--- src/rtl/core/rtkl_ram.sv ---
// Generic single-write, single-read RAM with registered read data.
module rtkl_ram #(
    parameter int WIDTH = 8,
    parameter int DEPTH = 16,
    localparam int AW = (DEPTH > 1) ? $clog2(DEPTH) : 1
) (
    input  logic             clk,
    input  logic             we,
    input  logic [AW-1:0]    waddr,
    input  logic [WIDTH-1:0] wdata,
    input  logic             re,
    input  logic [AW-1:0]    raddr,
    output logic [WIDTH-1:0] rdata
);
    logic [WIDTH-1:0] mem [DEPTH];

    always_ff @(posedge clk)
    begin
        if (we)
        begin
            mem[waddr] <= wdata;
        end
        if (re)
        begin
            rdata <= mem[raddr];
        end
    end
endmodule

--- config.mk ---
export PLATFORM = sky130hd
export DESIGN_NAME = rtkl_ram
export DESIGN_NICKNAME = d
export VERILOG_FILES = /design/src/rtl/core/rtkl_ram.sv
export SDC_FILE = /design/constraint.sdc
export NUM_CORES = 1
export LEC_CHECK = 0
export ABC_CLOCK_PERIOD_IN_PS = 4100
export CAP_MARGIN = 20
export CORE_AREA = 2 2 136 85
export DETAILED_ROUTE_END_ITERATION = 12
export DIE_AREA = 0 0 138 87
export DONT_BUFFER_PORTS = 1
export PLACE_DENSITY_LB_ADDON = 0.08
export SETUP_SLACK_MARGIN = 0.1
export SLEW_MARGIN = 20
export SYNTH_ARGS = -nofsm -noshare
export SYNTH_HDL_FRONTEND = slang
export SYNTH_SLANG_ARGS = --single-unit
--- constraint.sdc ---
create_clock -name clk -period 4.1 [get_ports clk]
set_clock_uncertainty 0.15 [all_clocks]
set_input_delay 0.615 -clock clk [delete_from_list [all_inputs] [get_ports clk]]
set_output_delay 0.615 -clock clk [all_outputs]
set_load 0.02 [all_outputs]
# Yosys cells after proc, flatten, opt, wreduce, memory -nomap -nowiden
# Memory sizes are Yosys's and may differ from the RTL's. A register that Yosys moved wholly into a read port is not among the register bits.
# Cells that the tools add are included.
word_totals:
  ff_bits: 0
  ramBits: 128
  input_bits: 19
  elab_cells: 3
  n_memories: 1
  out_inout_bits: 8
memory_table:
  columns: ["name", "depth", "width", "read_ports", "rd_clocked_by_memory_dff", "wr", "line", "source"]
  rows:
  - ["mem", 16, 8, 1, 1, 1, "15", "logic [WIDTH-1:0] mem [DEPTH];"]
op_classes:
  mux: 2
ops:
  columns: ["op", "count"]
  rows:
  - ["$mux W1", 2]

# Longest topological paths before layout
# Gate-level depths: netlist (run 1).
depth:
  depth_word: 2
  mapped_depth: 5
  ltp_nobuf: 3

# Least setup slack after synthesis (run 1)
# OpenSTA, ideal clock, no wires.
synth_path:
  path_kind: "input -> register"
  startpoint: "in waddr[2]"
  endpoint: "mem mem[0][0], enable pin"
  t_required_ns: 3.567
  path_slack_ns: 1.842
  n_path_buf: 0
  setup_time_ns: 0.383
  arrival_time_ns: 1.725
  path_stages: 2
  path_cell_list: "or3b_2 nor3_1"
synth_lines:
  columns: ["item", "line", "source"]
  rows:
  - ["start: declaration", "9", "input logic [AW-1:0] waddr,"]
  - ["end: declaration", "15", null]
# Straight into the memory's write port.

# Final worst setup path (run 1)
layout_path:
  startpoint: "in waddr[2]"
  endpoint: "mem mem[3][2], enable pin"
# Straight into the memory's write port.

==> summary.md, run 1 <==
| Metric | Value |
|---|---|
| Crit path DAT | 1.74 ns |
| Die height | 87 um |
| Fill cells | 812 |
| Final non-filler cell total | 397 |
| Reg clk slew, reported paths | 0.06 ns |
| CTS H-tree lvls | 4 |
| Worst skew pair latency | 0.42 ns |
| Max incr delay on CP | 0.62 ns |
| Top delay family on crit path | simple AND/OR/NAND/NOR gates |
| Die area | 0.0120 mm2 |
| Post-CTS setup buffers | 0 |
| Peak supply drop | 520 uV |
| Hold violation total from the final report | 0 |
| Critical Path RT | 3.98 ns |
| GR Layer Usage met3 | 7.59% |
| TritonRoute pass-1 iters | 5 |
| Vias/cell | 5.88 |
| Routed len/inst | 26.0 um |
| Post-CTS Hold Fix Bufs | 0 |
| Netlist cell types | 18 |
| CTS Root Cell | clkbuf_16 |
| Port-buffer cells | 0 |
| CORE AREA | 0.0109 mm2 |
| GRT met1 Usage | 27.9% |
| Clock Path Buffers | 2 |
| Initial antenna violation count | 0 |
| Async set or reset register ratio after synthesis | 0% |
| Final core occ | 54.9% |
| Crit path kind | primary input to flop |
| GRT Total Usage | 18.7% |
| Worst Tran Pin Value | 0.850 ns |
| Simple-gate share of the synthesized area | 3.14% |
| Layout cells sized above 1 | 20.6% |
| Worst reg-to-reg setup slack | 2.40 ns |
| Synth Area per Inst | 22.8 um2 |
| #FFs+latches synth | 136 |
| CTS sink cnt | 136 |
| Post-synthesis adder-cell area fraction | 0% |
| Yosys top cell by area | edfxtp_1 |
| Worst hold start | wdata[0] |
| Hold Path Cell Cnt | 0 |
| Total power | 3.29 mW |
| Area growth from synthesis to layout | 14.4% |
| Xor/xnor cell area share of the yosys netlist | 0% |
| CP startpoint kind | primary input |
| Synth Flop Type | edfxtp_1 |
| Placed insts | 365 |
| Die width | 138 um |
| Starting Density | 48.0% |
| GRT overflow | 0 |
| Slowest CP cell | nor2_1 |
| Hold Path End | mem[13][0]$_DFFE_PP_ |
| Synth warn | 0 |
| Top Usage Layer GRT | met1 |
| Worst min-delay path class | primary input to flop |
| Number of enable flip-flop cells after synthesis | 136 |
| Element type at the critical path end | flop |
| FF-to-FF path depth | 3 |
| Final Max Tran Viols | 0 |
| # diodes | 0 |
| Worst path bufs/invs | 0 |
| Largest net degree at the start of global routing | 33 |
| Final net count | 259 |
| FF-to-FF End | rdata[3]$_DFFE_PP_ |
| CTS tree | built |
| CTS Buf Count | 17 |
| Synth top area cells | edfxtp_1, mux4_2, mux4_1 |
| Fin crit share | 45.3% |
| Met2 usage | 25.3% |
| RSZ-0062 raised after global routing | no |
| Minimum clock period | 1.86 ns |
| Max-cap violations | 0 |
| Placer Congestion | 0.777 |
| Power Density | 550 mW/mm2 |
| Crit Reg-Reg Startpoint | mem[1][3]$_DFFE_PP_ |
| Static Leakage | 1.92 nW |
| CP max FO | 8 |
| Vias in the first global route | 2330 |
| Mapped cell area | 0.00523 mm2 |
| WL final | 10300 um |
| Routed Antenna Nets | 0 |
| F_max | 538 MHz |
| Largest family of logic cells by synthesized area | multiplexers |
| Post-Syn Instances | 229 |
| Status | completed |
| Most frequent cells in the layout | edfxtp_1, mux4_2, clkbuf_16, a22oi_1, mux4_1 |
| Max-slew headroom | 43.1% |
| # DRC | 0 |
| Share of the synthesized area in the top cell type | 78.1% |
| Ports | 27 |
| HPWL after DPL | 6570 um |
| CTS resizes | 0 |
| Worst path cell trace | or3b_2 > nor2_1 |
| Synth Area in Compound Gates | 2.30% |
| Fin Setup TNS | 0 ns |
| Setup violations, final | 0 |
| Register area share after synthesis | 78.1% |
| First-pass GRT wire length | 15300 um |
| Mux contribution to synthesized area | 14.8% |
| Synthesized net count | 248 |
| Most common cell after layout, fill and taps aside | edfxtp_1 |
| Total number of vias | 2336 |
| # rows | 30 |
| Initial DRC count | 354 |
## cells by family after synthesis
| group | after synthesis |
|---|---|
| compound gates | 16 |
| buf+inv | 10 |
| flops | 136 |
| mux | 32 |
| simple gates | 35 |
## metrics by stage
stage / instance area (um2) / hold WS, ns / worst slack [ns]
finish: 5980 / 0.141 / 2.24
global route: 5980 / 0.120 / 2.13
CTS: 5970 / 0.128 / 2.01
detailed placement: 5340 / 0.565 / 1.57
global placement: 5340 / 0.565 / 1.65
floorplan: 5230 / 0.555 / 1.84
## worst register-to-register path, delay by kind of cell, from the launching register on
family,cells,cell delay [ns]
AO/OA/AOI/OAI,1,0.27
multiplexers,1,0.56
AND/OR/NAND/NOR,1,0.12
flip-flops,1,0.35
## report_power, final
part	leakage (nW)	total [mW]	internal, mW	switching, mW
Combinational	0.383	0.0859	0.0446	0.0414
Clock	0.305	1.62	1.07	0.546
Sequential	1.24	1.59	1.57	0.0171
## how the worst max path moves through the flow
stage              from             endpoint  slack (ns)  depth (start not counted)
6_report       waddr[2]  mem[3][2]$_DFFE_PP_        2.24                          2
5_1_grt        waddr[2]  mem[3][0]$_DFFE_PP_        2.13                          2
4_1_cts        waddr[2]  mem[0][7]$_DFFE_PP_        2.01                          2
3_5_place_dp   waddr[2]  mem[0][2]$_DFFE_PP_        1.57                          2
3_3_place_gp   waddr[2]  mem[0][2]$_DFFE_PP_        1.65                          2
2_1_floorplan  waddr[2]  mem[0][0]$_DFFE_PP_        1.84                          2
## state kept, by name (all words and copies together), names as in the netlist
signal,flops
mem,128
rdata,8
## cell type report
class	instances	area, um2	area share (%)
clock inverters	14	205	3.43
flip-flops and latches	136	4080	68.3
well taps	144	180	3.01
clock buffers	18	429	7.18
repair buffers	2	15.0	0.251
multi-input cells	83	1070	17.8
## synthesized netlist by cell type (2+ instances only)
master / instances
nor3_1: 4
mux4_2: 18
nand3b_1: 2
nand2b_1: 2
clkdlybuf4s25_2: 3
edfxtp_1: 136
mux4_1: 14
nand2_1: 9
nor2_1: 13
a22oi_1: 16
buf_2: 3
buf_6: 3
## per-layer routing
| metal | routed length (um) | share of wire (%) |
|---|---|---|
| met1 | 4410 | 43 |
| met3 | 1270 | 12 |
| met2 | 4590 | 44 |
| met5 | 0 | 0 |
| met4 | 49 | 0.48 |
Power figures use the tool's default switching activity.
==> inputs of run 2 (changes only) <==
ABC_AREA = 1   (was default)
ABC_CLOCK_PERIOD_IN_PS = 1600   (was 4100)
CORE_AREA = 2 2 143 89   (was 2 2 136 85)
DIE_AREA = 0 0 145 91   (was 0 0 138 87)
clock period = 1.6 ns   (was 4.1 ns; I/O delays follow)
==> summary.md, run 2 <==
| Metric | Value |
|---|---|
| Crit path kind | primary input to flop |
| Crit path DAT | 1.37 ns |
| Worst Tran Pin Value | 0.897 ns |
| CTS sink cnt | 136 |
| Die width | 145 um |
| Final core occ | 56.3% |
| Yosys top cell by area | edfxtp_1 |
| Largest net degree at the start of global routing | 66 |
| Max reg flops | 128 |
| Top-count cell post-synth | nand2_1 |
| Layout cells sized above 1 | 7.80% |
| Share of the synthesized area in the top cell type | 69.8% |
| Dpl cell area | 0.00605 mm2 |
| Fin crit share | 89.9% |
| Synthesized net count | 570 |
| Top delay family on crit path | buffers and inverters |
| Total number of vias | 3824 |
| Synth cell count leaders | nand2_1, edfxtp_1, inv_1 |
| RSZ-0062 raised after global routing | no |
| CORE AREA | 0.0118 mm2 |
| CTS Root Cell | clkbuf_16 |
| CP startpoint kind | primary input |
| # diodes | 0 |
| Placer Congestion | 0.847 |
| Worst path bufs/invs | 1 |
| Post-CTS Hold Fix Bufs | 11 |
| Worst skew pair latency | 0.41 ns |
| CTS Buf Count | 17 |
| Die height | 91 um |
| TritonRoute pass-1 iters | 5 |
| Design Area, Final | 0.00666 mm2 |
| Number of enable flip-flop cells after synthesis | 136 |
| Worst path cell trace | dlygate4sd3_1 |
| CTS resizes | 0 |
| Minimum clock period | 1.44 ns |
| Placed insts | 712 |
| Register area share after synthesis | 69.8% |
| Vias/cell | 5.06 |
| Synth Flop Type | edfxtp_1 |
| Netlist cell types | 11 |
| Starting Density | 49.4% |
| First-pass GRT wire length | 21700 um |
| Total power | 7.79 mW |
| GRT overflow | 0 |
| F_max | 696 MHz |
| Initial DRC count | 426 |
| Routed len/inst | 18.4 um |
| Max incr delay on CP | 1.12 ns |
| CP max FO | 16 |
| Ports | 27 |
| Power Density | 1170 mW/mm2 |
| Final net count | 596 |
| Regs by FF count | mem: 128 flops, rdata: 8 flops |
| Post-Syn Instances | 551 |
| Critical Path RT | 1.53 ns |
| Final non-filler cell total | 755 |
| Synth Area per Inst | 10.6 um2 |
| #FFs+latches synth | 136 |
| Post-CTS setup buffers | 0 |
| Element type at the critical path end | flop |
| GRT Total Usage | 22.6% |
| Max-cap violations | 0 |
| # DRC | 0 |
| Vias in the first global route | 3652 |
| HPWL after DPL | 8410 um |
| Most common cell after layout, fill and taps aside | nand2_1 |
| Routed Antenna Nets | 0 |
| Max-slew headroom | 40.0% |
| Status | completed |
| Synth top area cells | edfxtp_1, nand2_1, nand3_1 |
| CTS tree | built |
| Most frequent cells in the layout | nand2_1, edfxtp_1, inv_1, nand3_1, buf_4 |
| CTS H-tree lvls | 4 |
| Setup violations, final | 0 |
| Peak supply drop | 742 uV |
| Slowest CP cell | dlygate4sd3_1 |
| Hold violation total from the final report | 0 |
| Port-buffer cells | 0 |
| Die area | 0.0132 mm2 |
| Async set or reset register ratio after synthesis | 0% |
| Worst min-delay path class | primary input to flop |
| Fin Setup TNS | 0 ns |
| Area growth from synthesis to layout | 13.9% |
| Clock Path Buffers | 2 |
| Final Max Tran Viols | 0 |
| Reg clk slew, reported paths | 0.06 ns |
| Static Leakage | 2.83 nW |
| Synth warn | 0 |
| WL final | 13900 um |
| Most flop-heavy register | mem |
| Mapped cell area | 0.00585 mm2 |
| Initial antenna violation count | 0 |
| # rows | 31 |
[run 2: cell types whose count changed in the layout (fill, tap and decap cells not counted), sizes merged, moves of 16 or more]
cell   previous run  this run
nand3             1        97
buf               2        20
a22oi            16         0
inv               0       102
nand2             9       173
mux4             32         0
[run 2: final timing paths]
path / from / endpoint / slack (ns) / depth (start not counted)
max reg2reg: mem[7][1]$_DFFE_PP_ / rdata[1]$_DFFE_PP_ / 0.22 / 6
min reg2reg: mem[10][7]$_DFFE_PP_ / rdata[7]$_DFFE_PP_ / 0.59 / 6
max: wdata[5] / mem[9][5]$_DFFE_PP_ / 0.16 / 1
min: raddr[2] / rdata[4]$_DFFE_PP_ / 0.02 / 3
[run 2: report_power, final]
group	switching, mW	leakage [nW]	internal, mW
Combinational	0.289	1.35	0.130
Sequential	0.0446	1.24	4.02
Clock	1.37	0.249	1.94
[run 2: layer usage]
layer / part of all wire [%] / track usage [%] / wire (um) / vias up
met5: 0 / 0 / 0 / -
met4: 1.2 / 5.45 / 164 / 0
met3: 9.5 / 7.99 / 1320 / 14
met2: 40 / 29.8 / 5490 / 160
met1: 50 / 35.1 / 6910 / 1812
li1: - / - / - / 1838
[run 2: final cells by class]
type	instances	area [um2]
flip-flops and latches	136	4080
well taps	165	206
fillers	1057	5170
clock inverters	12	61.3
repair buffers	31	273
inverters	102	383
multi-input cells	289	1210
clock buffers	20	437
[run 2: per-stage QoR]
step                      setup slack (ns)  hold slack (ns)
after CTS                            0.132          0.00992
after global routing                 0.107           0.0230
after global placement              0.0914            0.190
after floorplan                      0.259            0.189
final                                0.162           0.0186
after detailed placement             0.101            0.190
[run 2: cell families (layout without fill, tap and decap cells)]
logic type,count (synthesis),after routing,synth area share [%]
and+or+nand+nor,289,289,20.8
buffers and inverters,126,165,9.39
DFF,136,136,69.8
==> inputs of run 3 (changes only) <==
REMOVE_ABC_BUFFERS = 1   (was default)
==> summary.md, run 3 (synthesis results as in run 2) <==
| Metric | Value |
|---|---|
| Crit path DAT | 1.32 ns |
| Ports | 27 |
| First-pass GRT wire length | 21800 um |
| CTS sink cnt | 136 |
| Total number of vias | 3837 |
| Hold violation total from the final report | 0 |
| Die width | 145 um |
| Area growth from synthesis to layout | 14.7% |
| TritonRoute pass-1 iters | 5 |
| Static Leakage | 2.85 nW |
| Critical Path RT | 1.53 ns |
| Max-slew headroom | 44.7% |
| Max-cap violations | 0 |
| HPWL after DPL | 8970 um |
| GRT Total Usage | 22.5% |
| Status | completed |
| # rows | 31 |
| CTS H-tree lvls | 4 |
| Worst min-delay path class | primary input to flop |
| GRT overflow | 0 |
| Post-CTS setup buffers | 0 |
| CTS Root Cell | clkbuf_16 |
| Multi-input gate area | 0.00121 mm2 |
| Starting Density | 49.4% |
| Routed len/inst | 18.6 um |
| Worst Tran Pin Value | 0.826 ns |
| Layout cells sized above 1 | 8.32% |
| Setup violations, final | 0 |
| Worst path bufs/invs | 1 |
| Vias/cell | 5.09 |
| Max incr delay on CP | 1.07 ns |
| CP startpoint kind | primary input |
| Fin Setup TNS | 0 ns |
| Regs by FF count | mem: 128 flops, rdata: 8 flops |
| Vias in the first global route | 3672 |
| CTS tree | built |
| F_max | 719 MHz |
| Final Max Tran Viols | 0 |
| # DRC | 0 |
| Max reg flops | 128 |
| Hold Path Cell Cnt | 3 |
| RSZ-0062 raised after global routing | no |
| CORE AREA | 0.0118 mm2 |
| Top delay family on crit path | buffers and inverters |
| Largest net degree at the start of global routing | 66 |
| CTS Buf Count | 17 |
| Met3 wire len | 1140 um |
| Element type at the critical path end | flop |
| Met2 wire len | 5840 um |
| Final core occ | 56.7% |
| CP max FO | 16 |
| Fin crit share | 86.9% |
| Worst skew pair latency | 0.40 ns |
| Port-buffer cells | 0 |
| Place WS | 0.0524 ns |
| Slowest CP cell | dlygate4sd3_1 |
| Most flop-heavy register | mem |
| Clock Path Buffers | 2 |
| Peak supply drop | 781 uV |
| FF-to-FF path depth | 6 |
| Die height | 91 um |
| Initial antenna violation count | 0 |
| WP depth | 1 |
| Reg clk slew, reported paths | 0.05 ns |
| Die area | 0.0132 mm2 |
| Minimum clock period | 1.39 ns |
| Final net count | 598 |
| Register area | 0.00408 mm2 |
| WL final | 14100 um |
| Setup WS post-layout | 0.210 ns |
| Most common cell after layout, fill and taps aside | nand2_1 |
| Power Density | 1190 mW/mm2 |
| Worst path cell trace | dlygate4sd3_1 |
| DRT met1 WL | 6970 um |
| Top sig layer | met4 |
| Placer Congestion | 0.913 |
| Most frequent cells in the layout | nand2_1, edfxtp_1, inv_1, nand3_1, buf_4 |
| Fill cells | 1007 |
| Routed Antenna Nets | 0 |
| Initial DRC count | 351 |
| Total power | 7.95 mW |
| Crit path kind | primary input to flop |
| # diodes | 0 |
run 3: cell types whose count changed in the layout (fill, tap and decap cells not counted):
| cell | previous run | this run |
|---|---|---|
| bufinv_16 | 0 | 1 |
| clkinvlp_4 | 0 | 3 |
| clkinv_4 | 2 | 0 |
| dlygate4sd3_1 | 11 | 12 |
| buf_12 | 1 | 2 |
| clkinv_1 | 5 | 3 |
| clkbuf_1 | 3 | 0 |
run 3: layer usage:
metal / GRT usage, % / vias to the layer above
li1: - / 1834
met1: 35.1 / 1823
met2: 31.4 / 168
met3: 5.08 / 12
met4: 6.68 / 0
met5: 0 / -
run 3: path summary, 6_finish.rpt:
path	start	endpoint	slack, ns
max	wdata[6]	mem[13][6]$_DFFE_PP_	0.21
min	raddr[2]	rdata[3]$_DFFE_PP_	0.03
max reg2reg	mem[10][5]$_DFFE_PP_	rdata[5]$_DFFE_PP_	0.27
min reg2reg	mem[7][4]$_DFFE_PP_	rdata[4]$_DFFE_PP_	0.62
run 3: cell type report:
| type | instances | area share [%] |
|---|---|---|
| Sequential cell | 136 | 60.9 |
| Tap cell | 165 | 3.08 |
| Clock buffer | 17 | 6.35 |
| Inverter | 102 | 5.71 |
| Multi-Input combinational cell | 289 | 18.1 |
| Timing Repair Buffer | 33 | 4.52 |
| Clock inverter | 12 | 1.33 |
run 3: metrics by stage:
stage	hold WS, ns	instance area [um2]	std cells
global placement	0.190	6070	713
detailed placement	0.190	6070	713
global route	0.0329	6700	754
floorplan	0.189	5680	527
finish	0.0258	6700	754
CTS	0.00144	6700	754
run 3: power by group:
group          total, mW  internal (mW)  switching (mW)
clock network       3.46           2.07            1.38
logic              0.426          0.137           0.289
registers           4.07           4.02          0.0510
run 3: repair_timing:
action                                  4_1_cts  5_1_grt
resized for setup                             0        0
endpoints found under the setup margin        0        0
hold buffers                                 12        0
hold endpoints to repair                    144        0
